[src/rtl/ctcg_pkg.sv]
package ctcg_pkg;

    localparam int SCORE_W       = 16;
    localparam int MAG_W         = 15;
    localparam int SYMBOL_W      = 7;
    localparam int CLASS_COUNT_W = 8;
    localparam int STEP_COUNT_W  = 7;
    localparam int CFG_DATA_W    = 15;
    localparam int CFG_INDEX_W   = 2;

    // binary16 field masks
    localparam logic [SCORE_W-1:0] HALF_EXP_MASK  = 16'h7c00;
    localparam logic [SCORE_W-1:0] HALF_SIGN_MASK = 16'h8000;
    localparam logic [MAG_W-1:0]   HALF_INF_MAG   = 15'h7c00;

    localparam logic [CLASS_COUNT_W-1:0] CLASS_COUNT_RST = 8'd88;
    localparam logic [STEP_COUNT_W-1:0]  STEP_COUNT_RST  = 7'd35;
    localparam logic [MAG_W-1:0]         THRESHOLD_RST   = 15'd13312;

    typedef enum logic [CFG_INDEX_W-1:0] {
        REG_CLASS_COUNT     = 2'd0,
        REG_STEP_COUNT      = 2'd1,
        REG_SCORE_THRESHOLD = 2'd2
    } cfg_reg_t;

    typedef struct packed {
        logic [CLASS_COUNT_W-1:0] class_count;
        logic [STEP_COUNT_W-1:0]  step_count;
        logic [MAG_W-1:0]         score_threshold;
    } cfg_t;

    typedef struct packed {
        logic [SYMBOL_W-1:0] symbol;
        logic                symbol_valid;
        logic                sequence_done;
    } result_t;

endpackage

[src/rtl/ctc_greedy_decoder_top.sv]
// Flow: each score word is held in the input register and scored there; a word that closes
//   a step loads its result word into the output register once no result word is stalled.
// Throughput: one score word per cycle, one result word per step of class_count scores,
//   clamped to 2..MAX_CLASSES; a closing word that must wait stalls the score stream.
// Reset: aresetn is synchronous, active low; it restores the register defaults and
//   restarts the sequence at once, with no clearing pass.
module ctc_greedy_decoder_top
    import ctcg_pkg::*;
#(
    parameter int MAX_CLASSES = 128,
    parameter int MAX_STEPS   = 64
) (
    input  logic                   aclk,
    input  logic                   aresetn,
    // score stream
    input  logic                   s_tvalid,
    output logic                   s_tready,
    input  logic [15:0]            s_tdata,   // [15:0] score
    // result stream
    output logic                   m_tvalid,
    input  logic                   m_tready,
    output logic [7:0]             m_tdata,   // [6:0] symbol, [7] zero
    output logic [0:0]             m_tuser,   // [0] symbol_valid
    output logic                   m_tlast,   // sequence_done
    // configuration write port
    input  logic                   cfg_we,
    input  logic [CFG_INDEX_W-1:0] cfg_index,
    input  logic [CFG_DATA_W-1:0]  cfg_wdata
);

    // Configuration registers
    cfg_t cfg_reg, cfg_next;
    logic restart;

    always_comb begin
        cfg_next = cfg_reg;
        restart  = 1'b0;
        if (cfg_we) begin
            unique case (cfg_reg_t'(cfg_index))
                REG_CLASS_COUNT: begin
                    cfg_next.class_count = cfg_wdata[CLASS_COUNT_W-1:0];
                    restart              = 1'b1;
                end
                REG_STEP_COUNT: begin
                    cfg_next.step_count = cfg_wdata[STEP_COUNT_W-1:0];
                    restart             = 1'b1;
                end
                REG_SCORE_THRESHOLD: begin
                    cfg_next.score_threshold = cfg_wdata[MAG_W-1:0];
                    restart                  = 1'b1;
                end
                default: begin
                    // index beyond the register list: drop the write
                    restart = 1'b0;
                end
            endcase
        end
    end

    always_ff @(posedge aclk) begin
        if (!aresetn) begin
            cfg_reg.class_count     <= CLASS_COUNT_RST;
            cfg_reg.step_count      <= STEP_COUNT_RST;
            cfg_reg.score_threshold <= THRESHOLD_RST;
        end else begin
            cfg_reg <= cfg_next;
        end
    end

    // Input register: hold one score word until the tracker takes it.
    logic               in_valid_reg, in_valid_next;
    logic [SCORE_W-1:0] in_score_reg;
    logic               end_of_step;
    logic               advance;
    logic               out_free;

    // A word that closes a step needs room in the output register; any other word
    // only updates the running best and moves on.
    assign out_free = !m_tvalid || m_tready;
    assign advance  = in_valid_reg && (!end_of_step || out_free);
    assign s_tready = !in_valid_reg || advance;

    always_comb begin
        in_valid_next = in_valid_reg;
        if (s_tvalid && s_tready) begin
            in_valid_next = 1'b1;
        end else if (advance) begin
            in_valid_next = 1'b0;
        end
    end

    always_ff @(posedge aclk) begin
        if (!aresetn) begin
            in_valid_reg <= 1'b0;
        end else begin
            in_valid_reg <= in_valid_next;
        end
    end

    always_ff @(posedge aclk) begin
        if (s_tvalid && s_tready) begin
            in_score_reg <= s_tdata;
        end
    end

    // Flush, qualify and compare against the running best of the step.
    logic [MAG_W-1:0] mag;
    logic [MAG_W-1:0] best_score;
    logic             qualifies;

    ctcg_score_filter u_filter (
        .score      (in_score_reg),
        .threshold  (cfg_reg.score_threshold),
        .best_score (best_score),
        .mag        (mag),
        .qualifies  (qualifies)
    );

    // Class and step positions, running best, previous step's class.
    result_t result;

    ctcg_track #(
        .MAX_CLASSES (MAX_CLASSES),
        .MAX_STEPS   (MAX_STEPS)
    ) u_track (
        .aclk                (aclk),
        .aresetn             (aresetn),
        .cfg                 (cfg_reg),
        .restart             (restart),
        .restart_class_count (cfg_next.class_count),
        .step_en             (advance),
        .qualifies           (qualifies),
        .mag                 (mag),
        .best_score          (best_score),
        .end_of_step         (end_of_step),
        .result              (result)
    );

    // Output register: load the step result on the word that closes a step.
    ctcg_out_reg u_out (
        .aclk     (aclk),
        .aresetn  (aresetn),
        .load     (advance && end_of_step),
        .result   (result),
        .m_tready (m_tready),
        .m_tvalid (m_tvalid),
        .m_tdata  (m_tdata),
        .m_tuser  (m_tuser),
        .m_tlast  (m_tlast)
    );

endmodule

[src/rtl/ctcg_score_filter.sv]
module ctcg_score_filter
    import ctcg_pkg::*;
(
    input  logic [SCORE_W-1:0] score,
    input  logic [MAG_W-1:0]   threshold,
    input  logic [MAG_W-1:0]   best_score,
    output logic [MAG_W-1:0]   mag,
    output logic               qualifies
);

    logic exp_zero;
    logic negative;

    always_comb begin
        exp_zero  = (score & HALF_EXP_MASK) == '0;
        negative  = (score & HALF_SIGN_MASK) != '0;
        // flush zero-exponent scores to zero
        mag       = exp_zero ? '0 : score[MAG_W-1:0];
        // NaN sits above the infinity pattern
        qualifies = !exp_zero && !negative && (mag <= HALF_INF_MAG)
                    && (mag > threshold) && (mag > best_score);
    end

endmodule

[src/rtl/ctcg_track.sv]
module ctcg_track
    import ctcg_pkg::*;
#(
    parameter int MAX_CLASSES = 128,
    parameter int MAX_STEPS   = 64
) (
    input  logic                     aclk,
    input  logic                     aresetn,
    input  cfg_t                     cfg,
    input  logic                     restart,
    input  logic [CLASS_COUNT_W-1:0] restart_class_count,
    input  logic                     step_en,
    input  logic                     qualifies,
    input  logic [MAG_W-1:0]         mag,
    output logic [MAG_W-1:0]         best_score,
    output logic                     end_of_step,
    output result_t                  result
);

    localparam int CW   = $clog2(MAX_CLASSES);
    localparam int CCW  = $clog2(MAX_CLASSES + 1);
    localparam int CXW  = (CCW > CLASS_COUNT_W) ? CCW : CLASS_COUNT_W;
    localparam int SW   = (MAX_STEPS > 1) ? $clog2(MAX_STEPS) : 1;
    localparam int SCW  = $clog2(MAX_STEPS + 1);
    localparam int SXW  = (SCW > STEP_COUNT_W) ? SCW : STEP_COUNT_W;

    function automatic logic [CW-1:0] blank_of(input logic [CLASS_COUNT_W-1:0] cc);
        logic [CXW-1:0] c;
        c = CXW'(cc);
        if (c < CXW'(2)) begin
            c = CXW'(2);
        end else if (c > CXW'(MAX_CLASSES)) begin
            c = CXW'(MAX_CLASSES);
        end
        c = c - CXW'(1);
        return c[CW-1:0];
    endfunction

    function automatic logic [SW-1:0] last_step_of(input logic [STEP_COUNT_W-1:0] sc);
        logic [SXW-1:0] s;
        s = SXW'(sc);
        if (s < SXW'(1)) begin
            s = SXW'(1);
        end else if (s > SXW'(MAX_STEPS)) begin
            s = SXW'(MAX_STEPS);
        end
        s = s - SXW'(1);
        return s[SW-1:0];
    endfunction

    logic [CW-1:0]    class_pos_reg,  class_pos_next;
    logic [SW-1:0]    step_pos_reg,   step_pos_next;
    logic [MAG_W-1:0] best_score_reg, best_score_next;
    logic [CW-1:0]    best_class_reg, best_class_next;
    logic [CW-1:0]    prev_class_reg, prev_class_next;

    logic [CW-1:0]          blank;
    logic [CW-1:0]          cur_best;
    logic                   last_step;
    logic                   emit;
    logic [CW+SYMBOL_W-1:0] symbol_ext;

    always_comb begin
        blank       = blank_of(cfg.class_count);
        cur_best    = qualifies ? class_pos_reg : best_class_reg;
        end_of_step = class_pos_reg == blank;
        last_step   = step_pos_reg == last_step_of(cfg.step_count);
        emit        = (cur_best != blank) && (cur_best != prev_class_reg);
        symbol_ext  = {{SYMBOL_W{1'b0}}, cur_best};

        result.symbol        = emit ? symbol_ext[SYMBOL_W-1:0] : '0;
        result.symbol_valid  = emit;
        result.sequence_done = last_step;

        class_pos_next  = class_pos_reg;
        step_pos_next   = step_pos_reg;
        best_score_next = best_score_reg;
        best_class_next = best_class_reg;
        prev_class_next = prev_class_reg;

        if (restart) begin
            class_pos_next  = '0;
            step_pos_next   = '0;
            best_score_next = '0;
            best_class_next = blank_of(restart_class_count);
            prev_class_next = blank_of(restart_class_count);
        end else if (step_en) begin
            if (!end_of_step) begin
                class_pos_next = class_pos_reg + CW'(1);
                if (qualifies) begin
                    best_score_next = mag;
                    best_class_next = class_pos_reg;
                end
            end else begin
                class_pos_next  = '0;
                best_score_next = '0;
                best_class_next = blank;
                if (last_step) begin
                    step_pos_next   = '0;
                    prev_class_next = blank;
                end else begin
                    step_pos_next   = step_pos_reg + SW'(1);
                    prev_class_next = cur_best;
                end
            end
        end
    end

    always_ff @(posedge aclk) begin
        if (!aresetn) begin
            class_pos_reg  <= '0;
            step_pos_reg   <= '0;
            best_score_reg <= '0;
            best_class_reg <= blank_of(CLASS_COUNT_RST);
            prev_class_reg <= blank_of(CLASS_COUNT_RST);
        end else begin
            class_pos_reg  <= class_pos_next;
            step_pos_reg   <= step_pos_next;
            best_score_reg <= best_score_next;
            best_class_reg <= best_class_next;
            prev_class_reg <= prev_class_next;
        end
    end

    assign best_score = best_score_reg;

endmodule

[src/rtl/ctcg_out_reg.sv]
module ctcg_out_reg
    import ctcg_pkg::*;
(
    input  logic        aclk,
    input  logic        aresetn,
    input  logic        load,
    input  result_t     result,
    input  logic        m_tready,
    output logic        m_tvalid,
    output logic [7:0]  m_tdata,
    output logic [0:0]  m_tuser,
    output logic        m_tlast
);

    logic    valid_reg, valid_next;
    result_t data_reg;

    always_comb begin
        valid_next = valid_reg;
        if (load) begin
            valid_next = 1'b1;
        end else if (m_tready) begin
            valid_next = 1'b0;
        end
    end

    always_ff @(posedge aclk) begin
        if (!aresetn) begin
            valid_reg <= 1'b0;
        end else begin
            valid_reg <= valid_next;
        end
    end

    always_ff @(posedge aclk) begin
        if (load) begin
            data_reg <= result;
        end
    end

    assign m_tvalid = valid_reg;
    assign m_tdata  = {1'b0, data_reg.symbol};
    assign m_tuser  = data_reg.symbol_valid;
    assign m_tlast  = data_reg.sequence_done;

endmodule

[config.mk]
export PLATFORM = sky130hd
export DESIGN_NAME = ctc_greedy_decoder_top
export DESIGN_NICKNAME = d
export VERILOG_FILES = /design/src/rtl/ctcg_pkg.sv /design/src/rtl/ctc_greedy_decoder_top.sv /design/src/rtl/ctcg_score_filter.sv /design/src/rtl/ctcg_track.sv /design/src/rtl/ctcg_out_reg.sv
export SDC_FILE = /design/constraint.sdc
export NUM_CORES = 1
export LEC_CHECK = 0
export BUFFER_PORTS_ARGS = -buffer_cell sky130_fd_sc_hd__buf_2
export CORE_MARGIN = 2
export CORE_UTILIZATION = 25
export CTS_CLUSTER_SIZE = 10
export DETAILED_ROUTE_END_ITERATION = 12
export PLACE_DENSITY = 0.52
export SETUP_SLACK_MARGIN = 0.3
export SYNTH_ARGS = -nofsm -noshare
export SYNTH_HDL_FRONTEND = slang
export SYNTH_SLANG_ARGS = --single-unit
[constraint.sdc]
create_clock -name aclk -period 4 [get_ports aclk]
set_input_delay 0.4 -clock aclk [delete_from_list [all_inputs] [get_ports aclk]]
set_output_delay 0.4 -clock aclk [all_outputs]
set_load 0.005 [all_outputs]
Yosys cells after proc, flatten, opt, wreduce, memory -nomap -nowiden
Cells that the tools add are included.
- bits in registers: 99
- input port bits: 38
- output and inout bits: 12
- logic and storage cells: 95
- $add $sub $neg: 5
- $lt $le $gt $ge: 9
- equal/unequal tests: 6
- muxes and demuxes: 30
- bitwise operators: 1
- reduce and logical (&&, ||, !) cells: 30
- operators by type and width (cell ; number):
    7-bit 2-to-1 mux ; 15
    15-bit 2-to-1 mux ; 4
    15-bit greater-than comparator ; 2
    30-bit 2-to-1 mux ; 1
    6-bit 2-to-1 mux ; 3
    8-bit greater-than comparator (second input constant) ; 2
    16-bit zero test ; 1
    8-bit by 2-bit less-than comparator with 1-bit output (second input constant) ; 2
    15-bit less-or-equal comparator (second input constant) ; 1
    7-bit != test ; 2
    7-bit by 1-bit subtractor with 7-bit output (second input constant) ; 2
    2-bit AND reduction ; 5
    2-bit nonzero test ; 5
    1-bit logical AND ; 8
    8-bit 2-to-1 mux ; 1
    7-bit by 1-bit adder with 7-bit output (second input constant) ; 1
    7-bit == test ; 1
    7-bit greater-than comparator (second input constant) ; 1
    7-bit by 1-bit less-than comparator with 1-bit output (second input constant) ; 1
    6-bit by 1-bit adder with 6-bit output (second input constant) ; 1
    6-bit == test ; 1
    1-bit 2-to-1 mux ; 6
    6-bit by 1-bit subtractor with 6-bit output (second input constant) ; 1
    1-bit zero test ; 5
    7 further kinds ; 9

Depth between registers and ports, before layout
Gate-level depths: netlist (run 1).
- word-level depth: 11
- mapped depth: 18

By module
A second synthesis (run 1) with hierarchy kept.
- cell total of the unflattened synthesis: 710
- area, all modules: 6266.0 um^2
- by module, submodules not included (module ; times used ; cells each ; area an instance (um^2)):
    ctcg_track ; 1 ; 403 ; 3114.2
    ctc_greedy_decoder_top ; 1 ; 160 ; 1873.0
    ctcg_score_filter ; 1 ; 133 ; 955.9
    ctcg_out_reg ; 1 ; 14 ; 322.8

Worst setup path after synthesis (run 1)
OpenSTA, ideal clock, no wires.
- path type: register to register
- from: reg in_score_reg[10]
- to: reg u_out.data_reg (netlist bit u_out.m_tdata[0]) (data pin)
- setup time: 0.276 ns
- arrival: 4.001 ns
- path slack: -0.277 ns
- cell stages (with the launch flop): 17
- clock period less this slack: 4.277 ns
- cells stage by stage: edfxtp_1 buf_2 nor4_1 nand2_1 clkbuf_1 and2_1 ha_1 nand2_1 or4_4 a211o_1 or3_1 nand3_2 nor2_1 buf_4 a211o_1 a21oi_1 nor3_1
- longest elaborated chain between the ends: 9
- ends and longest elaborated chain (element ; RTL line ; source):
    start, declared ; ctc_greedy_decoder_top.sv:72 ; logic [SCORE_W-1:0] in_score_reg;
    start signal, assigned ; ctc_greedy_decoder_top.sv:102 ; in_score_reg <= s_tdata;
    16-bit zero test ; ctcg_score_filter.sv:15 ; exp_zero = (score & HALF_EXP_MASK) == '0;
    15-bit 2-to-1 mux / 1-bit zero test (equally long branches) ; ctcg_score_filter.sv:18, ctcg_score_filter.sv:20 ;
    15-bit less-or-equal comparator / 1-bit logical AND (equally long branches) ; ctcg_score_filter.sv:20 ; qualifies = !exp_zero && !negative && (mag <= HALF_INF_MAG)
    1-bit logical AND ; ctcg_score_filter.sv:20 ;
    1-bit logical AND ; ctcg_score_filter.sv:21 ; && (mag > threshold) && (mag > best_score);
    1-bit logical AND * ; ctcg_score_filter.sv:21 ;
    7-bit 2-to-1 mux * ; n/a ;
    7-bit != test ; ctcg_track.sv:68 ; emit = (cur_best != blank) && (cur_best != prev_class_reg);
    1-bit logical AND ; ctcg_track.sv:68 ;
    end signal, assigned ; ctcg_out_reg.sv:37 ; data_reg <= result;
    end, declared ; ctcg_out_reg.sv:16 ; result_t data_reg;
Every way passes the cells marked *; elsewhere a longest branch is shown, timed or not.
A chain may end at the register's enable or synchronous reset.

Worst setup path in the final report (run 1)
- from: reg cfg_reg[24] (netlist bit)
- to: out s_tready
- longest elaborated chain between the ends: 9
- ends and longest elaborated chain (element ; RTL line ; source):
    start, declared ; ctc_greedy_decoder_top.sv:32 ; cfg_t cfg_reg, cfg_next;
    start signal, assigned ; ctc_greedy_decoder_top.sv:66 ; cfg_reg <= cfg_next;
    8-bit greater-than comparator ; ctcg_track.sv:32 ; end else if (c > CXW'(MAX_CLASSES)) begin
    7-bit 2-to-1 mux ; ctcg_track.sv:32 ;
    7-bit 2-to-1 mux * ; ctcg_track.sv:30 ; if (c < CXW'(2)) begin
    7-bit by 1-bit subtractor with 7-bit output * ; ctcg_track.sv:35 ; c = c - CXW'(1);
    7-bit == test * ; ctcg_track.sv:66 ; end_of_step = class_pos_reg == blank;
    1-bit zero test * ; n/a ;
    1-bit logical OR * ; ctc_greedy_decoder_top.sv:80 ; assign advance = in_valid_reg && (!end_of_step || out_free);
    1-bit logical AND * ; ctc_greedy_decoder_top.sv:80 ;
    1-bit logical OR * ; ctc_greedy_decoder_top.sv:81 ; assign s_tready = !in_valid_reg || advance;
    end, declared ; ctc_greedy_decoder_top.sv:17 ; output logic s_tready,
Marked as above.

==> impl_results.md, run 1 <==
* Syn Nets at 756
* Die W at between 150 and 200 um
* Global placement routability congestion at between 0.8 and 0.9
* MaxCap Viol Count at 0
* Switching pwr at ~800 uW
* Average cell area after synthesis at 8.77 um2
* Fin crit share at 0.987
* Hold_ws at between 0.2 and 0.25 ns
* Core ar. at 0.0236 mm2
* Area Overhead vs Synth at 29.6%
* Crit-path cells: or4_4 -> o311ai_4 -> ha_4 -> inv_4 -> o311ai_4 -> a21o_1 -> o2111ai_4 -> or4b_4 -> buf_6 -> or3_4 -> buf_6
* Final Hold Viols at 0
* Grt total ovfl at 0
* Synth area leaders: dfxtp_1 25%, edfxtp_1 12%, ha_1 6.0%, nand2_1 4.2%, mux2i_1 4.1%
* Clk_skew at approximately 0.0082 ns
* Initial core utilization at 0.256
* Final Max Slew Viols at 0
* P_int at ~1.8 mW
* Most used DFF post-synth: dfxtp_1
* CTS Root Cell: clkbuf_16
* Clock sinks at a little under 100
* DR vias at around 5,300
* Setup TNS at 0 ns
* Switching Fraction at 0.302
* EDFF count, synth at 25
* Die Ht at between 150 and 200 um
* Vias in the first global route at between 5,000 and 6,000
* Least-Margin Pin Slew at 1.14 ns
* Placed standard-cell area at between 0.006 and 0.007 mm2
* Worst skew pair latency at roughly 0.36 ns
* Crit path capture type: primary output
* DR vias/cell at approximately 4.8
* Critical-path top delay cell: or4_4
* Layout cell share with drive strength beyond 1 at 0.285
* Yosys cell types at between 70 and 80
* Hold WC Path Type: input port to flip-flop
* Ports at 50
* Placed wire-length estimate at 12,700 um
* Cell Pwr Density at ~340 mW/mm2
* Post-synthesis sequential area ratio at 0.370
* Max clock buf depth at 2
* Antenna Diode Count at 0
* CTS tree: built
* Peak VDD IR at roughly 220 uV
* Comb pwr share at 0.216
* Leak at 2.89 nW
* Final Net Count at roughly 840
* CP Data Required Time at about 3.6 ns
* Flop2flop setup slack at about 0.080 ns
* Synth warn at 0
* Synth area leader: dfxtp_1
* Clk slew on worst S/H paths at about 0.080 ns
* Largest net degree at the start of global routing at between 40 and 50
* # H-tree levels at 3
* Async SR Flop Fraction at 0
* Final WL at about 17,000 um
* Finished Core Util at 0.332
* CP Max Fanout at 3
* Cts hold-fix bufs at 0
* Initial antenna violation count at 0
* Clock share of power at 0.360
* Total power at around 2.6 mW
* # fillers at between 2,000 and 2,500
* CP max stage delay at 0.56 ns
* Status: complete, no violations
* Setup CP Type: flip-flop to primary output
* RSZ-0062 raised after global routing: yes
* Row count at 56
* Synth Cell Area at 0.00604 mm2
* DRC at 0
* Slew headroom at 0.238
* Max Freq at around 0.25 GHz
* CTS Buf Count at 9
* Flop pwr share at 0.424
* Syn Inst Count at 689
* Final setup vio count at 0
* DR pass1 iterations at 5
* First-pass GRT wire length at approximately 28,000 um
* Crit start category: flip-flop
* DRT antenna net count at 0
* Drt initial violations at between 200 and 300
* Post-synth top area share at 0.245
* Input/output buffers at 48
* Drt wl/cell at between 15 and 20 um
* Min Clock Period, post-route at ~3.9 ns
* Max reg flops at 30
* Count of state elements after synthesis at 99
* All-Layer GR Usage at 0.138
* Total die area at ~0.025 mm2
* Cell area after layout at slightly below 0.008 mm2
* Critical Path AT at 3.55 ns
-- critical path: cells and delay by family, from the launching register on --
family | cells | cell delay, ns
AOI/OAI and AO/OA | 4 | 0.85
adders and majority gates | 1 | 0.21
buffers and inverters | 3 | 0.33
DFF | 1 | 0.32
and+or+nand+nor | 3 | 1.50
-- synthesized netlist by cell type (all sizes together), types with 14 or more instances --
| cell | instances |
|---|---|
| o21ai | 27 |
| mux2i | 25 |
| a21oi | 38 |
| ha | 29 |
| nand3 | 14 |
| dfxtp | 74 |
| nor2 | 55 |
| xor2 | 20 |
| nor3 | 28 |
| clkbuf | 23 |
| a22oi | 17 |
| a21boi | 14 |
| and2 | 15 |
| nor2b | 14 |
| edfxtp | 25 |
| xnor2 | 17 |
| nand2 | 67 |
| inv | 40 |
-- power by group through the flow --
| stage | combinational [mW] | sequential [mW] | clock, mW |
|---|---|---|---|
| finish | 0.572 | 1.12 | 0.950 |
| global route | 0.628 | 1.13 | 1.01 |
| CTS | 0.534 | 1.12 | 0.973 |
| detailed placement | 0.469 | 1.14 | 0 |
| global placement | 0.466 | 1.14 | 0 |
| floorplan | 0.324 | 1.12 | 0 |
-- area by class of cell --
type	count	area [um2]	share of cell area
Multi-Input combinational cell	516	3950	0.505
Timing Repair Buffer	110	772	0.0986
Clock inverter	7	87.6	0.0112
Clock buffer	9	225	0.0288
Inverter	41	161	0.0206
Tap cell	319	399	0.0510
Sequential cell	99	2230	0.285
-- final timing paths --
check,from,endpoint,depth (start not counted)
worst max-delay path,cfg_reg[24],s_tready,11
worst min-delay path,s_tdata[14],in_score_reg[14],1
worst max register to register,in_score_reg[14],u_out.m_tdata[5],14
worst min register to register,cfg_reg[14],cfg_reg[14],2
-- layer usage --
metal | share of wire | track usage | up-vias
li1 | - | - | 2653
met1 | 0.47 | 0.181 | 2546
met2 | 0.49 | 0.231 | 115
met3 | 0.036 | 0.0240 | 18
met4 | 0.012 | 0.0393 | 0
met5 | 0 | 0 | -
-- layout by cell type, fill, tap and decap left out, types with 4 or more instances in the layout --
| master | n |
|---|---|
| and2_4 | 5 |
| o22ai_1 | 5 |
| o211ai_1 | 7 |
| nand3_1 | 12 |
| nor2_1 | 51 |
| and2_1 | 10 |
| a211oi_1 | 4 |
| inv_1 | 39 |
| clkbuf_16 | 9 |
| nand2b_1 | 12 |
| buf_4 | 47 |
| inv_6 | 4 |
| xnor2_1 | 16 |
| a21oi_2 | 6 |
| nor3_2 | 8 |
| nand2_1 | 64 |
| nor2b_1 | 14 |
| a21oi_1 | 30 |
| mux2_2 | 6 |
| buf_6 | 15 |
| a21boi_0 | 14 |
| ha_1 | 26 |
| o31ai_1 | 5 |
| mux2i_1 | 18 |
| xor2_1 | 20 |
| mux2i_4 | 5 |
| dfxtp_1 | 73 |
| o21ai_1 | 6 |
| a22oi_2 | 15 |
| a21o_1 | 8 |
| nand4_1 | 8 |
| edfxtp_1 | 25 |
| or4_1 | 5 |
| buf_2 | 47 |
| nor3_1 | 20 |
| o21ai_0 | 20 |
-- timing repair --
| item | 4_1_cts | 5_1_grt |
|---|---|---|
| gates cloned | 1 | 0 |
| resized for setup | 48 | 33 |
| pin swaps | 19 | 14 |
| endpoints found under the setup margin | 48 | 39 |
| setup buffers | 16 | 5 |
-- kinds of logic (layout without fill, tap and decap cells) --
group	Yosys count	in the layout	share of synthesized area
AO/OA/AOI/OAI	171	171	0.204
other	1	1	0.000621
buffers and inverters	74	167	0.0522
XOR/XNOR	37	37	0.0537
flip-flops	99	99	0.370
adder cells (fa/ha/maj)	29	29	0.0601
multiplexers	34	34	0.0582
AND/OR/NAND/NOR	244	244	0.202
-- stage by stage --
stage | cells | worst slack [ns]
4_1_cts | 1096 | 0.0504
5_1_grt | 1101 | -0.0877
3_5_place_dp | 1063 | -0.0129
3_3_place_gp | 1063 | 0.0168
6_report | 1101 | 0.0534
2_1_floorplan | 689 | 0.00782
(Power assumes the default switching activity.)
==> inputs of run 2 (changes only) <==
--- a/config.mk
+++ b/config.mk
@@ -7,10 +7,10 @@
 export LEC_CHECK = 0
 export BUFFER_PORTS_ARGS = -buffer_cell sky130_fd_sc_hd__buf_2
 export CORE_MARGIN = 2
-export CORE_UTILIZATION = 25
+export CORE_UTILIZATION = 50
 export CTS_CLUSTER_SIZE = 10
 export DETAILED_ROUTE_END_ITERATION = 12
-export PLACE_DENSITY = 0.52
+export PLACE_DENSITY = 0.82
 export SETUP_SLACK_MARGIN = 0.3
 export SYNTH_ARGS = -nofsm -noshare
 export SYNTH_HDL_FRONTEND = slang
==> run 2 against run 1 <==
Flip-flop and latch count unchanged. Sequential share of layout area up 0.85 points. Non-clock buffer count down 8. Clock power down 6.0%. Via count up 3.3%. Routed wire length down 4.8%. Register-to-register slack better by 0.04 ns.
==> impl_results.md, run 2 (same netlist as run 1, synthesis figures left out) <==
* CP Max Fanout at 8 (was 3)
* Hold depth at 1 (unchanged)
* Final setup vio count at 0 (unchanged)
* Placed wire-length estimate at 11,900 um (was 12,700 um)
* R2r startpoint: in_score_reg[14] (unchanged)
* Status: complete, no violations (unchanged)
* Final Net Count at 836 (was 844)
* Fin crit share at 0.971 (was 0.987)
* Origin of the worst min-delay path: s_tdata[9] (was s_tdata[14])
* Final WL at 16,500 um (was 17,300 um)
* Cell Pwr Density at 339 mW/mm2 (was 337 mW/mm2)
* First-pass GRT wire length at 26,200 um (was 28,000 um)
* Max Freq at 0.257 GHz (was 0.253 GHz)
* Peak VDD IR at 246 uV (was 218 uV)
* Drt initial violations at 329 (was 295)
* Row count at 40 (was 56)
* Clock sinks at 99 (unchanged)
* Crit start category: flip-flop (unchanged)
* CTS Buf Count at 9 (unchanged)
* Max clock buf depth at 2 (unchanged)
* Leak at 2.86 nW (was 2.89 nW)
* Slew headroom at 0.306 (was 0.238)
* Die W at 114 um (was 159 um)
* Antenna Diode Count at 0 (unchanged)
* DR vias at 5,510 (was 5,332)
* Hold WC Path Type: input port to flip-flop (unchanged)
* Initial core utilization at 0.507 (was 0.256)
* Clk slew on worst S/H paths at 0.07 ns (was 0.08 ns)
* CTS Root Cell: clkbuf_16 (unchanged)
* WHS Endpoint: in_score_reg[9] (was in_score_reg[14])
* Ports at 50 (unchanged)
* Vias in the first global route at 5,430 (was 5,198)
* CP Data Required Time at 4.11 ns (was 3.60 ns)
* Crit path capture type: flip-flop (was primary output)
* All-Layer GR Usage at 0.255 (was 0.138)
* Placed Instances at 884 (was 1,063)
* Met2 WL at 8310 um (was 8410 um)
* Worst skew pair latency at 0.36 ns (about the same)
* # H-tree levels at 3 (unchanged)
* Cts hold-fix bufs at 0 (unchanged)
* Area Overhead vs Synth at 26.3% (was 29.6%)
* Setup CP Type: flip-flop to flip-flop (was flip-flop to primary output)
* Final Hold Viols at 0 (unchanged)
* Input/output buffers at 48 (unchanged)
* Max reg flops at 30 (unchanged)
* Initial antenna violation count at 0 (unchanged)
* Clk_skew at 0.00658 ns (was 0.00816 ns)
* Total power at 2.58 mW (was 2.64 mW)
* Finished Core Util at 0.640 (was 0.332)
* MaxCap Viol Count at 0 (unchanged)
* Critical Path AT at 3.99 ns (was 3.55 ns)
* Top routing layer used: met4 (unchanged)
* DRC at 0 (unchanged)
* Final Non-Filler Cells at 921 (was 1,101)
* Core ar. at 0.0119 mm2 (was 0.0236 mm2)
* Total die area at 0.0130 mm2 (was 0.0254 mm2)
* Min Clock Period, post-route at 3.88 ns (was 3.95 ns)
* RSZ-0062 raised after global routing: yes (unchanged)
* CTS tree: built (unchanged)
* DR vias/cell at 5.98 (was 4.84)
* Global placement routability congestion at 0.966 (was 0.895)
* Grt total ovfl at 0 (unchanged)
* Drt wl/cell at 17.9 um (was 15.7 um)
* Most common cell after layout, fill and taps aside: dfxtp_1 (unchanged)
* Commonest cells after routing, fill and taps aside: 71 x dfxtp_1, 64 x nand2_1, 52 x nor2_1 (was 73 x dfxtp_1, 64 x nand2_1, 51 x nor2_1)
* Layout cell share with drive strength beyond 1 at 0.292 (was 0.285)
* DRT antenna net count at 0 (unchanged)
* Final Max Slew Viols at 0 (unchanged)
* DR pass1 iterations at 4 (was 5)
* Die Ht at 114 um (was 159 um)
* RR Endpoint: u_out.m_tdata[6] (was u_out.m_tdata[5])
* R2R depth at 15 (was 14)
* Metal-1 WL at 6740 um (was 8050 um)
* Flop2flop setup slack at 0.12 ns (was 0.08 ns)
* Largest net degree at the start of global routing at 44 (was 42)
* Met3 wire length at 736 um (was 623 um)
* Least-Margin Pin Slew at 1.04 ns (was 1.14 ns)
## run 2: layout make-up
type                       instances  area (um2)
fill                            1006        4280
multi-input combinational        516        4020
sequential                        99        2240
timing repair buffer             102         723
clock buffer                       9         225
tap                              147         184
inverter                          41         164
clock inverter                     7        76.3
## run 2: metal layers
metal,up-vias,track usage
li1,2649,-
met1,2627,0.301
met2,188,0.440
met3,46,0.0377
met4,0,0.154
met5,-,0
## run 2: worst max-delay path by stage
stage,start,end,slack (ns),depth (start not counted)
2_1_floorplan,in_score_reg[14],u_out.m_tdata[6],0.008,15
4_1_cts,in_score_reg[10],u_out.m_tdata[3],0.07,15
3_3_place_gp,in_score_reg[14],u_out.m_tdata[6],0.06,13
5_1_grt,in_score_reg[14],u_out.m_tdata[4],-0.05,15
3_5_place_dp,in_score_reg[14],u_out.m_tdata[1],-0.09,13
6_report,in_score_reg[14],u_out.m_tdata[6],0.12,15
## run 2: critical path: stages, from the launching register on
cell	delay, ns
edfxtp_1	0.43
nor4_4	0.30
nand2_1	0.13
buf_6	0.14
and2_4	0.15
ha_1	0.28
nand3_2	0.06
or4_4	0.42
a211o_1	0.28
or3_4	0.39
and3_2	0.28
mux2i_1	0.18
a21oi_1	0.14
a2111oi_4	0.21
buf_6	0.18
nor3b_1	0.06
## run 2: power by group
group          internal, mW  switching, mW
logic                 0.268          0.304
registers              1.07         0.0483
clock network         0.487          0.406
total                  1.83          0.759
## run 2: what timing repair did
action	in CTS	in global routing
pin swaps	19	23
gates cloned	0	1
endpoints found under the setup margin	72	52
resized for setup	27	64
setup buffers	11	9
## run 2: stage by stage
stage          cell area [um2]  TNS, ns  hold slack, ns  setup slack, ns
5_1_grt                   7630   -0.316           0.202          -0.0470
3_3_place_gp              6690        0           0.455           0.0587
2_1_floorplan             6210        0           0.443          0.00782
3_5_place_dp              6690   -0.902           0.461          -0.0909
6_report                  7630        0           0.210            0.115
4_1_cts                   7240        0           0.202           0.0709
